==> config.mk <==
export PLATFORM = sky130hd
export DESIGN_NAME = console_line_editor_with_history
export DESIGN_NICKNAME = d
export VERILOG_FILES = /design/src/hdl/cle_pkg.sv /design/src/hdl/cle_front.sv /design/src/hdl/cle_back.sv /design/src/hdl/console_line_editor_with_history.sv
export SDC_FILE = /design/constraint.sdc
export NUM_CORES = 2
export LEC_CHECK = 0
export BUFFER_PORTS_ARGS = -buffer_cell sky130_fd_sc_hd__buf_2
export CELL_PAD_IN_SITES_DETAIL_PLACEMENT = 1
export CELL_PAD_IN_SITES_GLOBAL_PLACEMENT = 1
export CORE_UTILIZATION = 40
export CTS_CLUSTER_DIAMETER = 120
export DETAILED_ROUTE_END_ITERATION = 16
export PLACE_DENSITY = 0.64
export SLEW_MARGIN = 5
export SYNTH_ARGS = -nofsm -noshare
export SYNTH_HDL_FRONTEND = slang
export SYNTH_SLANG_ARGS = --single-unit
==> constraint.sdc <==
create_clock -name clk -period 5.6 [get_ports clk]
set_input_delay 1.4 -clock clk [delete_from_list [all_inputs] [get_ports clk]]
set_output_delay 1.4 -clock clk [all_outputs]
set_load 0.02 [all_outputs]
==> src/hdl/cle_pkg.sv <==
// package: types, constants and codes for the console line editor
package cle_pkg;
	localparam int LINE_CHARS = 64;
	localparam int HIST_N = 5;
	localparam int LW = $clog2(LINE_CHARS);
	localparam int HW = $clog2(HIST_N);
	localparam int HDW = $clog2(HIST_N + 1);
	localparam int HTW = $clog2(HIST_N * LINE_CHARS);
	localparam int QDEPTH = 4;
	localparam int QW = $clog2(QDEPTH);

	localparam logic [7:0] CH_ESC = 8'h1B;
	localparam logic [7:0] CH_BS = 8'h08;
	localparam logic [7:0] CH_DEL = 8'h7F;
	localparam logic [7:0] CH_CR = 8'h0D;
	localparam logic [7:0] CH_LF = 8'h0A;
	localparam logic [7:0] CH_LBR = 8'h5B;
	localparam logic [7:0] CH_O = 8'h4F;
	localparam logic [7:0] CH_A = 8'h41;
	localparam logic [7:0] CH_B = 8'h42;
	localparam logic [7:0] CH_SP = 8'h20;
	localparam logic [7:0] CH_TILDE = 8'h7E;

	localparam logic [1:0] K_TX = 2'd0;
	localparam logic [1:0] K_ERASE = 2'd1;
	localparam logic [1:0] K_LINE = 2'd2;
	localparam logic [1:0] K_NONE = 2'd3;

	typedef struct packed {
		logic action;
		logic [7:0] rx_byte;
		logic [6:0] max_len;
	} in_item_t;

	typedef struct packed {
		logic [1:0] kind;
		logic [7:0] value;
		logic [5:0] erase_count;
		logic [5:0] line_length;
		logic last;
	} out_item_t;

	typedef enum logic [2:0] {
		OP_PRINT, OP_ERASE, OP_ENTER, OP_UP, OP_DOWN, OP_CONSUME, OP_ESC
	} op_t;

	typedef struct packed {
		op_t op;
		logic [7:0] ch;
		logic [6:0] max_len;
	} cmd_t;

	typedef enum logic [3:0] {
		ST_IDLE, ST_DISPATCH, ST_ENTER, ST_CMP, ST_COPY, ST_RECALL, ST_RTEXT,
		ST_CONSUME, ST_CTEXT
	} state_t;
endpackage

==> src/hdl/cle_front.sv <==
// front end: byte classification, escape tracking and command queue
module cle_front (
	input logic clk,
	input logic arst_n,
	input logic push,
	output logic full,
	input cle_pkg::in_item_t in_item,
	output logic cmd_valid,
	output cle_pkg::cmd_t cmd,
	input logic cmd_take
);
	import cle_pkg::*;

	logic [1:0] esc_q;
	logic line_rdy_q;
	cmd_t q_mem [QDEPTH];
	logic [QW-1:0] wr_q, rd_q;
	logic [QW:0] cnt_q;
	logic keep;
	cmd_t c;
	logic acc;
	logic [7:0] b;

	assign full = (cnt_q == (QW+1)'(QDEPTH));
	assign acc = push && !full;
	assign b = in_item.rx_byte;

	always_comb begin
		keep = 1'b0;
		c.op = OP_PRINT;
		c.ch = b;
		c.max_len = in_item.max_len;
		if (in_item.action) begin
			keep = 1'b1;
			c.op = OP_CONSUME;
		end else if (esc_q == 2'd0) begin
			if (b == CH_ESC) begin
				keep = 1'b0;
			end else if (b == CH_CR || b == CH_LF) begin
				keep = 1'b1;
				c.op = OP_ENTER;
			end else if (b == CH_BS || b == CH_DEL) begin
				keep = 1'b1;
				c.op = OP_ERASE;
			end else if (b >= CH_SP && b <= CH_TILDE) begin
				keep = 1'b1;
			end
		end else if (esc_q == 2'd2) begin
			if (b == CH_A) begin
				keep = 1'b1;
				c.op = OP_UP;
			end else if (b == CH_B) begin
				keep = 1'b1;
				c.op = OP_DOWN;
			end
		end
	end

	// a line is ready from enter until the next consume transfer; bytes in between are dropped
	always_ff @(posedge clk or negedge arst_n) begin
		if (!arst_n) begin
			esc_q <= 2'd0;
			wr_q <= '0;
			rd_q <= '0;
			cnt_q <= '0;
			line_rdy_q <= 1'b0;
		end else begin
			if (acc && !in_item.action && !line_rdy_q) begin
				if (esc_q == 2'd1)
					esc_q <= (b == CH_LBR || b == CH_O) ? 2'd2 : 2'd0;
				else if (esc_q == 2'd2)
					esc_q <= 2'd0;
				else if (b == CH_ESC)
					esc_q <= 2'd1;
			end
			if (acc && keep && (in_item.action || !line_rdy_q)) begin
				q_mem[wr_q] <= c;
				wr_q <= wr_q + 1'b1;
			end
			if (acc && in_item.action)
				line_rdy_q <= 1'b0;
			else if (acc && keep && !line_rdy_q && c.op == OP_ENTER)
				line_rdy_q <= 1'b1;
			if (cmd_take)
				rd_q <= rd_q + 1'b1;
			cnt_q <= cnt_q
				+ ((acc && keep && (in_item.action || !line_rdy_q))
					? (QW+1)'(1) : (QW+1)'(0))
				- (cmd_take ? (QW+1)'(1) : (QW+1)'(0));
		end
	end

	assign cmd_valid = (cnt_q != '0);
	assign cmd = q_mem[rd_q];

`ifndef SYNTHESIS
	a_no_under: assert property (@(posedge clk) disable iff (!arst_n)
		cmd_take |-> cnt_q != '0) else $error("queue underflow");
	a_no_over: assert property (@(posedge clk) disable iff (!arst_n)
		full |=> cnt_q != '0) else $error("queue count lost");
	a_esc_range: assert property (@(posedge clk) disable iff (!arst_n)
		esc_q != 2'd3) else $error("escape phase corrupt");
`endif
endmodule

==> src/hdl/cle_back.sv <==
// back end: line store, history ring and result sequencing
module cle_back (
	input logic clk,
	input logic arst_n,
	input logic cmd_valid,
	input cle_pkg::cmd_t cmd,
	output logic cmd_take,
	output logic res_valid,
	output cle_pkg::out_item_t res,
	input logic res_take
);
	import cle_pkg::*;

	logic [7:0] line_mem [LINE_CHARS];
	logic [7:0] hist_mem [HIST_N*LINE_CHARS];
	logic [LW-1:0] hlen_q [HIST_N];

	state_t st_q, st_d;
	cmd_t cmd_q;
	logic [LW-1:0] cnt_q;
	logic rdy_q;
	logic [HDW-1:0] used_q, depth_q;
	logic [HW-1:0] wslot_q, slot_q;
	logic [LW:0] i_q;
	logic [LW-1:0] len_q;
	logic same_q;
	logic [7:0] line_rd, hist_rd;
	logic phase_q;
	out_item_t ob_q;
	logic ob_v_q;

	assign res_valid = ob_v_q;
	assign res = ob_q;

	logic can_emit;
	assign can_emit = !ob_v_q || res_take;

	function automatic logic [HW-1:0] slot_back(input logic [HW-1:0] w,
		input logic [HDW-1:0] d);
		logic [HW+HDW:0] t;
		begin
			t = (HW+HDW+1)'(w) + (HW+HDW+1)'(HIST_N) - (HW+HDW+1)'(d);
			if (t >= (HW+HDW+1)'(HIST_N))
				t = t - (HW+HDW+1)'(HIST_N);
			slot_back = t[HW-1:0];
		end
	endfunction

	function automatic logic [HTW-1:0] haddr(input logic [HW-1:0] s,
		input logic [LW-1:0] k);
		haddr = HTW'(s) * HTW'(LINE_CHARS) + HTW'(k);
	endfunction

	// memory reads: registered, the address is presented ahead of the data
	logic [LW-1:0] lra;
	logic [HTW-1:0] hra;
	always_comb begin
		lra = i_q[LW-1:0];
		hra = haddr(slot_q, i_q[LW-1:0]);
	end
	always_ff @(posedge clk) begin
		line_rd <= line_mem[lra];
		hist_rd <= hist_mem[hra];
	end

	always_comb begin
		st_d = st_q;
		unique case (st_q)
			ST_IDLE: if (cmd_valid) st_d = ST_DISPATCH;
			default: st_d = st_q;
		endcase
	end

	assign cmd_take = (st_q == ST_IDLE) && cmd_valid;

	logic [LW:0] clen;
	always_comb begin
		clen = (cmd_q.max_len == 7'd0) ? '0 : (LW+1)'(cmd_q.max_len - 7'd1);
		if (clen > (LW+1)'(cnt_q))
			clen = (LW+1)'(cnt_q);
	end

	// a new result enters the output register this cycle
	logic ob_set;
	always_comb begin
		ob_set = 1'b0;
		unique case (st_q)
			ST_DISPATCH: if (can_emit) begin
				unique case (cmd_q.op)
					OP_PRINT: ob_set = !rdy_q && cnt_q < LW'(LINE_CHARS - 1);
					OP_ERASE: ob_set = !rdy_q && cnt_q != '0;
					OP_ENTER: ob_set = !rdy_q;
					OP_CONSUME: ob_set = !rdy_q || clen == '0;
					default: ob_set = 1'b0;
				endcase
			end
			ST_ENTER, ST_RECALL: ob_set = can_emit;
			ST_RTEXT, ST_CTEXT: ob_set = phase_q && can_emit;
			default: ob_set = 1'b0;
		endcase
	end

	always_ff @(posedge clk or negedge arst_n) begin
		if (!arst_n)
			ob_v_q <= 1'b0;
		else if (ob_set)
			ob_v_q <= 1'b1;
		else if (res_take)
			ob_v_q <= 1'b0;
	end

	always_ff @(posedge clk or negedge arst_n) begin
		if (!arst_n) begin
			st_q <= ST_IDLE;
			cnt_q <= '0;
			rdy_q <= 1'b0;
			used_q <= '0;
			depth_q <= '0;
			wslot_q <= '0;
			slot_q <= '0;
			i_q <= '0;
			len_q <= '0;
			same_q <= 1'b0;
			phase_q <= 1'b0;
		end else begin
			unique case (st_q)
				ST_IDLE: if (cmd_valid) begin
					cmd_q <= cmd;
					st_q <= st_d;
				end
				ST_DISPATCH: if (can_emit) begin
					i_q <= '0;
					phase_q <= 1'b0;
					unique case (cmd_q.op)
						OP_PRINT: begin
							if (!rdy_q && cnt_q < LW'(LINE_CHARS - 1)) begin
								line_mem[cnt_q] <= cmd_q.ch;
								cnt_q <= cnt_q + 1'b1;
								ob_q <= '{K_TX, cmd_q.ch, 6'd0, 6'd0, 1'b1};
							end
							st_q <= ST_IDLE;
						end
						OP_ERASE: begin
							if (!rdy_q && cnt_q != '0) begin
								cnt_q <= cnt_q - 1'b1;
								ob_q <= '{K_ERASE, 8'd0, 6'd1, 6'd0, 1'b1};
							end
							st_q <= ST_IDLE;
						end
						OP_ENTER: begin
							if (rdy_q) st_q <= ST_IDLE;
							else begin
								ob_q <= '{K_TX, CH_CR, 6'd0, 6'd0, 1'b0};
								st_q <= ST_ENTER;
							end
						end
						OP_UP: begin
							if (!rdy_q && used_q != '0 && depth_q < used_q) begin
								depth_q <= depth_q + 1'b1;
								slot_q <= slot_back(wslot_q, depth_q + 1'b1);
								st_q <= ST_RECALL;
							end else st_q <= ST_IDLE;
						end
						OP_DOWN: begin
							if (!rdy_q && depth_q != '0) begin
								depth_q <= depth_q - 1'b1;
								slot_q <= slot_back(wslot_q, depth_q - 1'b1);
								st_q <= ST_RECALL;
							end else st_q <= ST_IDLE;
						end
						OP_CONSUME: begin
							if (!rdy_q) begin
								ob_q <= '{K_NONE, 8'd0, 6'd0, 6'd0, 1'b1};
								st_q <= ST_IDLE;
							end else if (clen == '0) begin
								ob_q <= '{K_LINE, 8'd0, 6'd0, 6'd0, 1'b1};
								cnt_q <= '0;
								rdy_q <= 1'b0;
								st_q <= ST_IDLE;
							end else begin
								len_q <= clen[LW-1:0];
								st_q <= ST_CTEXT;
							end
						end
						default: st_q <= ST_IDLE;
					endcase
				end
				ST_ENTER: if (can_emit) begin
					ob_q <= '{K_TX, phase_q ? CH_LF : CH_CR, 6'd0, 6'd0, phase_q};
					if (phase_q) begin
						rdy_q <= 1'b1;
						depth_q <= '0;
						slot_q <= slot_back(wslot_q, HDW'(1));
						same_q <= (used_q != '0)
							&& (hlen_q[slot_back(wslot_q, HDW'(1))] == cnt_q);
						i_q <= '0;
						phase_q <= 1'b0;
						st_q <= (cnt_q == '0) ? ST_IDLE : ST_CMP;
					end else phase_q <= 1'b1;
				end
				ST_CMP: begin
					// compare newest history entry with the line, one char at a time: a read phase, then a compare phase
					if (!phase_q) phase_q <= 1'b1;
					else begin
						if (line_rd != hist_rd) same_q <= 1'b0;
						if (i_q + 1'b1 == (LW+1)'(cnt_q)) begin
							i_q <= '0;
							phase_q <= 1'b0;
							slot_q <= wslot_q;
							st_q <= ST_COPY;
						end else begin
							i_q <= i_q + 1'b1;
							phase_q <= 1'b0;
						end
					end
				end
				ST_COPY: begin
					if (same_q && line_rd == hist_rd && !phase_q) begin
						st_q <= ST_IDLE;
					end else if (same_q) begin
						st_q <= ST_IDLE;
					end else if (!phase_q) phase_q <= 1'b1;
					else begin
						hist_mem[haddr(wslot_q, i_q[LW-1:0])] <= line_rd;
						phase_q <= 1'b0;
						if (i_q + 1'b1 == (LW+1)'(cnt_q)) begin
							hlen_q[wslot_q] <= cnt_q;
							wslot_q <= (wslot_q == HW'(HIST_N - 1)) ? '0 : wslot_q + 1'b1;
							if (used_q < HDW'(HIST_N)) used_q <= used_q + 1'b1;
							st_q <= ST_IDLE;
						end else i_q <= i_q + 1'b1;
					end
				end
				ST_RECALL: if (can_emit) begin
					ob_q <= '{K_ERASE, 8'd0, 6'(cnt_q), 6'd0,
						depth_q == '0 || hlen_q[slot_q] == '0};
					cnt_q <= '0;
					len_q <= (depth_q == '0) ? '0 : hlen_q[slot_q];
					i_q <= '0;
					phase_q <= 1'b0;
					st_q <= (depth_q == '0 || hlen_q[slot_q] == '0) ? ST_IDLE : ST_RTEXT;
				end
				ST_RTEXT: begin
					if (!phase_q) phase_q <= 1'b1;
					else if (can_emit) begin
						line_mem[i_q[LW-1:0]] <= hist_rd;
						ob_q <= '{K_TX, hist_rd, 6'd0, 6'd0,
							i_q + 1'b1 == (LW+1)'(len_q)};
						phase_q <= 1'b0;
						if (i_q + 1'b1 == (LW+1)'(len_q)) begin
							cnt_q <= len_q;
							st_q <= ST_IDLE;
						end else i_q <= i_q + 1'b1;
					end
				end
				ST_CTEXT: begin
					if (!phase_q) phase_q <= 1'b1;
					else if (can_emit) begin
						ob_q <= '{K_LINE, line_rd, 6'd0, 6'(len_q),
							i_q + 1'b1 == (LW+1)'(len_q)};
						phase_q <= 1'b0;
						if (i_q + 1'b1 == (LW+1)'(len_q)) begin
							cnt_q <= '0;
							rdy_q <= 1'b0;
							st_q <= ST_IDLE;
						end else i_q <= i_q + 1'b1;
					end
				end
				default: st_q <= ST_IDLE;
			endcase
		end
	end

`ifndef SYNTHESIS
	a_depth: assert property (@(posedge clk) disable iff (!arst_n)
		depth_q <= used_q) else $error("recall depth beyond history");
	a_used: assert property (@(posedge clk) disable iff (!arst_n)
		used_q <= HDW'(HIST_N)) else $error("history count overflow");
	a_len: assert property (@(posedge clk) disable iff (!arst_n)
		cnt_q < LW'(LINE_CHARS - 1) || cnt_q == LW'(LINE_CHARS - 1))
		else $error("line overflow");
`endif
endmodule

==> src/hdl/console_line_editor_with_history.sv <==
// top level: console line editor with command history
// One transfer in gives zero to 64 result transfers. Bytes that are dropped or
// only move the escape state never reach the back end. An enter runs a history
// compare of the line with the newest entry and then a copy of the line into the
// history, skipping the copy when the line repeats the newest entry; a recall and
// a consume step through the characters one at a time, each paced by the
// registered read of the line and history memories in the back-end sequencer.
// A four-entry command queue lets bytes arrive while the back end is busy.
module console_line_editor_with_history (
	input logic clk,
	input logic arst_n,
	input logic push,
	output logic full,
	input cle_pkg::in_item_t in_item,
	output logic empty,
	input logic pop,
	output cle_pkg::out_item_t out_item
);
	import cle_pkg::*;

	logic cmd_valid, cmd_take, res_valid;
	cmd_t cmd;

	cle_front u_front (
		.clk, .arst_n, .push, .full, .in_item,
		.cmd_valid, .cmd, .cmd_take
	);

	cle_back u_back (
		.clk, .arst_n, .cmd_valid, .cmd, .cmd_take,
		.res_valid, .res(out_item), .res_take(pop && res_valid)
	);

	assign empty = !res_valid;
endmodule

==> run summary <==
First-pass DRT Iterations: 6
syn avg cell area: 21.3 um^2
dpl cells: 10300
CTS sink cnt: 3280
fraction of layout cells with a size suffix above 1: 25.8%
Tot GR Track Use: 21.7%
top cells by area, synth: edfxtp_1 (75%), mux4_2 (16%), nor2_1 (1.3%)
yosys warns: 0
period utilization: 82.5%
max-slew violations: 0
most frequent cell after synthesis: edfxtp_1
Core Box Area: 0.321 mm^2
crit path DAT: 5.40 ns
Initial Utilization: 40.3%
CP max FO: 30
GRT busiest layer: met2
Leak Pwr: 0.0456 uW
DR iter-0 viols: 7328
met3 usage: 2.98%
post-route ant nets: 0
largest net degree at the start of global routing: 185
Netlist cell types: 82
Fmax achieved: 216 MHz
Final WS setup: 0.977 ns
met2 usage: 34.9%
worst-skew pair later-pin latency: 0.93 ns
Die X: 571 um
vias in the first global route: 66100
Clock transition at path regs: 0.06 ns
CP Class: flop to flop
DIE HEIGHT: 571 um
Post-synth EDFFs: 3215
post-CTS setup buffer count: 0
CTS hold repair buffers: 0
input/output buffers: 44
row cnt: 208
Syn Std Cell Area: 0.129 mm^2
fin crit period: 4.62 ns
synthesized net count: 6142
sequential share of the synthesized area: 75.8%
Hold Crit Class: flop to flop
ys async rst share: 1.49%
synthesized instance count: 6073
first-pass GRT wire length: 506000 um
Setup crit start kind: flop
Detailed Route WL: 354000 um
status: complete, no violations
max_cap viols: 0
Die ar.: 0.326 mm^2
total number of vias: 63800
PD cells: 335 mW/mm^2
Min Hold Slack: 0.526 ns
antenna violations before repair: 19
CP endpoint kind: flop
I/O pin count: 45
DRC: 0
Inserted Clock Buffers: 339
Synth Flop Type: edfxtp_1
setup violators final: 0
non-filler cells, final: 10900
Yosys top cell area share: 74.6%
slew margin rel.: 12.5%
Tot Pwr: 49000 uW
met1 Track Usage GR: 30.6%
Worst Clk Skew: 0.0597 ns
Avg Vias per Cell: 5.86
TNS Setup: 0 ns
Crit path required time: 6.38 ns
Final Hold Violating Endpoints: 0
number of synthesized register bits: 3280
global route overflow: 0
maximum clock insertion buffer count: 4
unrepaired setup endpoints after global routing: false
CTS tree: yes
maximum VDD drop: 0.239 mV
synthesis-to-finish area growth: 13.1%
detailed placer's ending HPWL: 218000 um
Root Driver: clkbuf_16
per-cell routed wire length: 32.6 um
Slew @ Worst Pin: 1.31 ns
most frequent cells after synthesis: edfxtp_1 (3215), mux4_2 (912), nor2_1 (462)
Post-Place Setup Slack: 0.710 ns
Final GP Congestion: 0.831
post-synth top area cell: edfxtp_1
final net count: 6374
CTS resizes: 0
CTS HTree Levels: 5
-- worst max-delay path: stages (launching register included) --
cell and delay, ns:
dfrtp_4 1.00, inv_1 0.52, ha_1 0.72, xnor2_1 0.18, nand3_1 0.10, nor4b_1 0.55, a31oi_1 0.34, a211oi_2 0.62
nor2b_1 0.16, o21ai_0 0.20, o31ai_1 0.09
-- layout by cell type (no fill, tap or decap), drive strengths merged, types with 10 or more instances in the layout --
master | Yosys | final
nor3 | 44 | 44
and3 | 11 | 11
a211oi | 12 | 12
buf | 171 | 240
mux2i | 140 | 140
a31oi | 18 | 18
ha | 45 | 45
nand4 | 20 | 20
clkbuf | 178 | 407
nor2 | 463 | 463
clkinvlp | 0 | 10
dfrtp | 49 | 49
and2 | 17 | 17
inv | 51 | 68
o211ai | 16 | 16
edfxtp | 3215 | 3215
xor2 | 12 | 12
o31ai | 10 | 10
bufinv | 0 | 30
xnor2 | 35 | 35
dfxtp | 16 | 16
mux4 | 912 | 912
mux2 | 18 | 18
nand3 | 34 | 34
o21ai | 76 | 76
a21oi | 72 | 72
clkinv | 4 | 147
nand2b | 16 | 16
a22oi | 54 | 54
a22o | 15 | 15
o22ai | 28 | 28
nor2b | 22 | 22
nand2 | 160 | 160
a221oi | 23 | 23
nor4 | 15 | 15
-- cells by family (layout without fill, tap and decap cells) --
family	count (synthesis)	in the layout	share of synthesized area [%]
buf+inv	404	902	1.40
fa+ha+maj	49	49	0.497
other cells	0	3	0
xor+xnor	51	51	0.389
simple gates	831	831	2.77
compound gates	388	388	2.04
mux	1070	1070	17.1
flops	3280	3280	75.8
-- area by class of cell --
| class | instances | area (um^2) |
|---|---|---|
| flip-flops and latches | 3280 | 98100 |
| inverters | 55 | 211 |
| diodes | 3 | 7.51 |
| clock buffers | 407 | 8820 |
| clock inverters | 200 | 1930 |
| well taps | 4305 | 5390 |
| fillers | 29200 | 175000 |
| repair buffers | 240 | 2140 |
| multi-input cells | 2389 | 29700 |
-- state kept, by name, summed over array words and instances, names as in the netlist, 3 cells and up --
signal           cells
u_back.slot_q        3
u_front.cnt_q        3
u_front.q_mem       72
u_back.i_q           7
u_back.line_rd       8
u_back.cnt_q         6
u_back.hlen_q       30
u_back.cmd_q        18
u_back.depth_q       3
u_back.len_q         6
u_back.res          23
u_back.used_q        3
u_back.line_mem    512
u_back.hist_mem   2560
u_back.st_q          4
u_back.hist_rd       8
u_back.wslot_q       3
-- layer usage --
metal / wire length (um) / part of all wire, %
met5: 71 / 0.020
met1: 148000 / 42
met2: 171000 / 48
met4: 12000 / 3.4
met3: 23300 / 6.6
-- worst paths after layout --
kind	to	startpoint	depth (start not counted)	slack, ns
max	u_back.rdy_q$_DFFE_PN0P_	u_back.i_q[0]$_DFFE_PN0P_	10	0.98
min	u_front.esc_q[0]$_DFFE_PN0P_	u_front.esc_q[0]$_DFFE_PN0P_	2	0.53
max reg2reg	u_back.rdy_q$_DFFE_PN0P_	u_back.i_q[0]$_DFFE_PN0P_	10	0.98
min reg2reg	u_front.esc_q[0]$_DFFE_PN0P_	u_front.esc_q[0]$_DFFE_PN0P_	2	0.53
max in group asynchronous	u_back.i_q[2]$_DFFE_PN0P_	arst_n	2	4.71
min in group asynchronous	u_back.used_q[0]$_DFFE_PN0P_	arst_n	2	0.54
-- report_power, final --
group	total, uW	leakage, uW	switching (uW)	internal, uW
Sequential	26600	0.0296	33.5	26600
Clock	22200	0.00523	9540	12700
Combinational	186	0.0107	116	70.6
Total	49000	0.0456	9690	39300
-- per-stage QoR --
stage               instance area, um^2  utilization, %
finish                           146000            45.5
global route                     146000            45.5
CTS                              146000            45.5
detailed placement               136000            42.2
global placement                 136000            42.2
floorplan                        129000               -
Note: power is estimated with default switching activity, not from simulation.
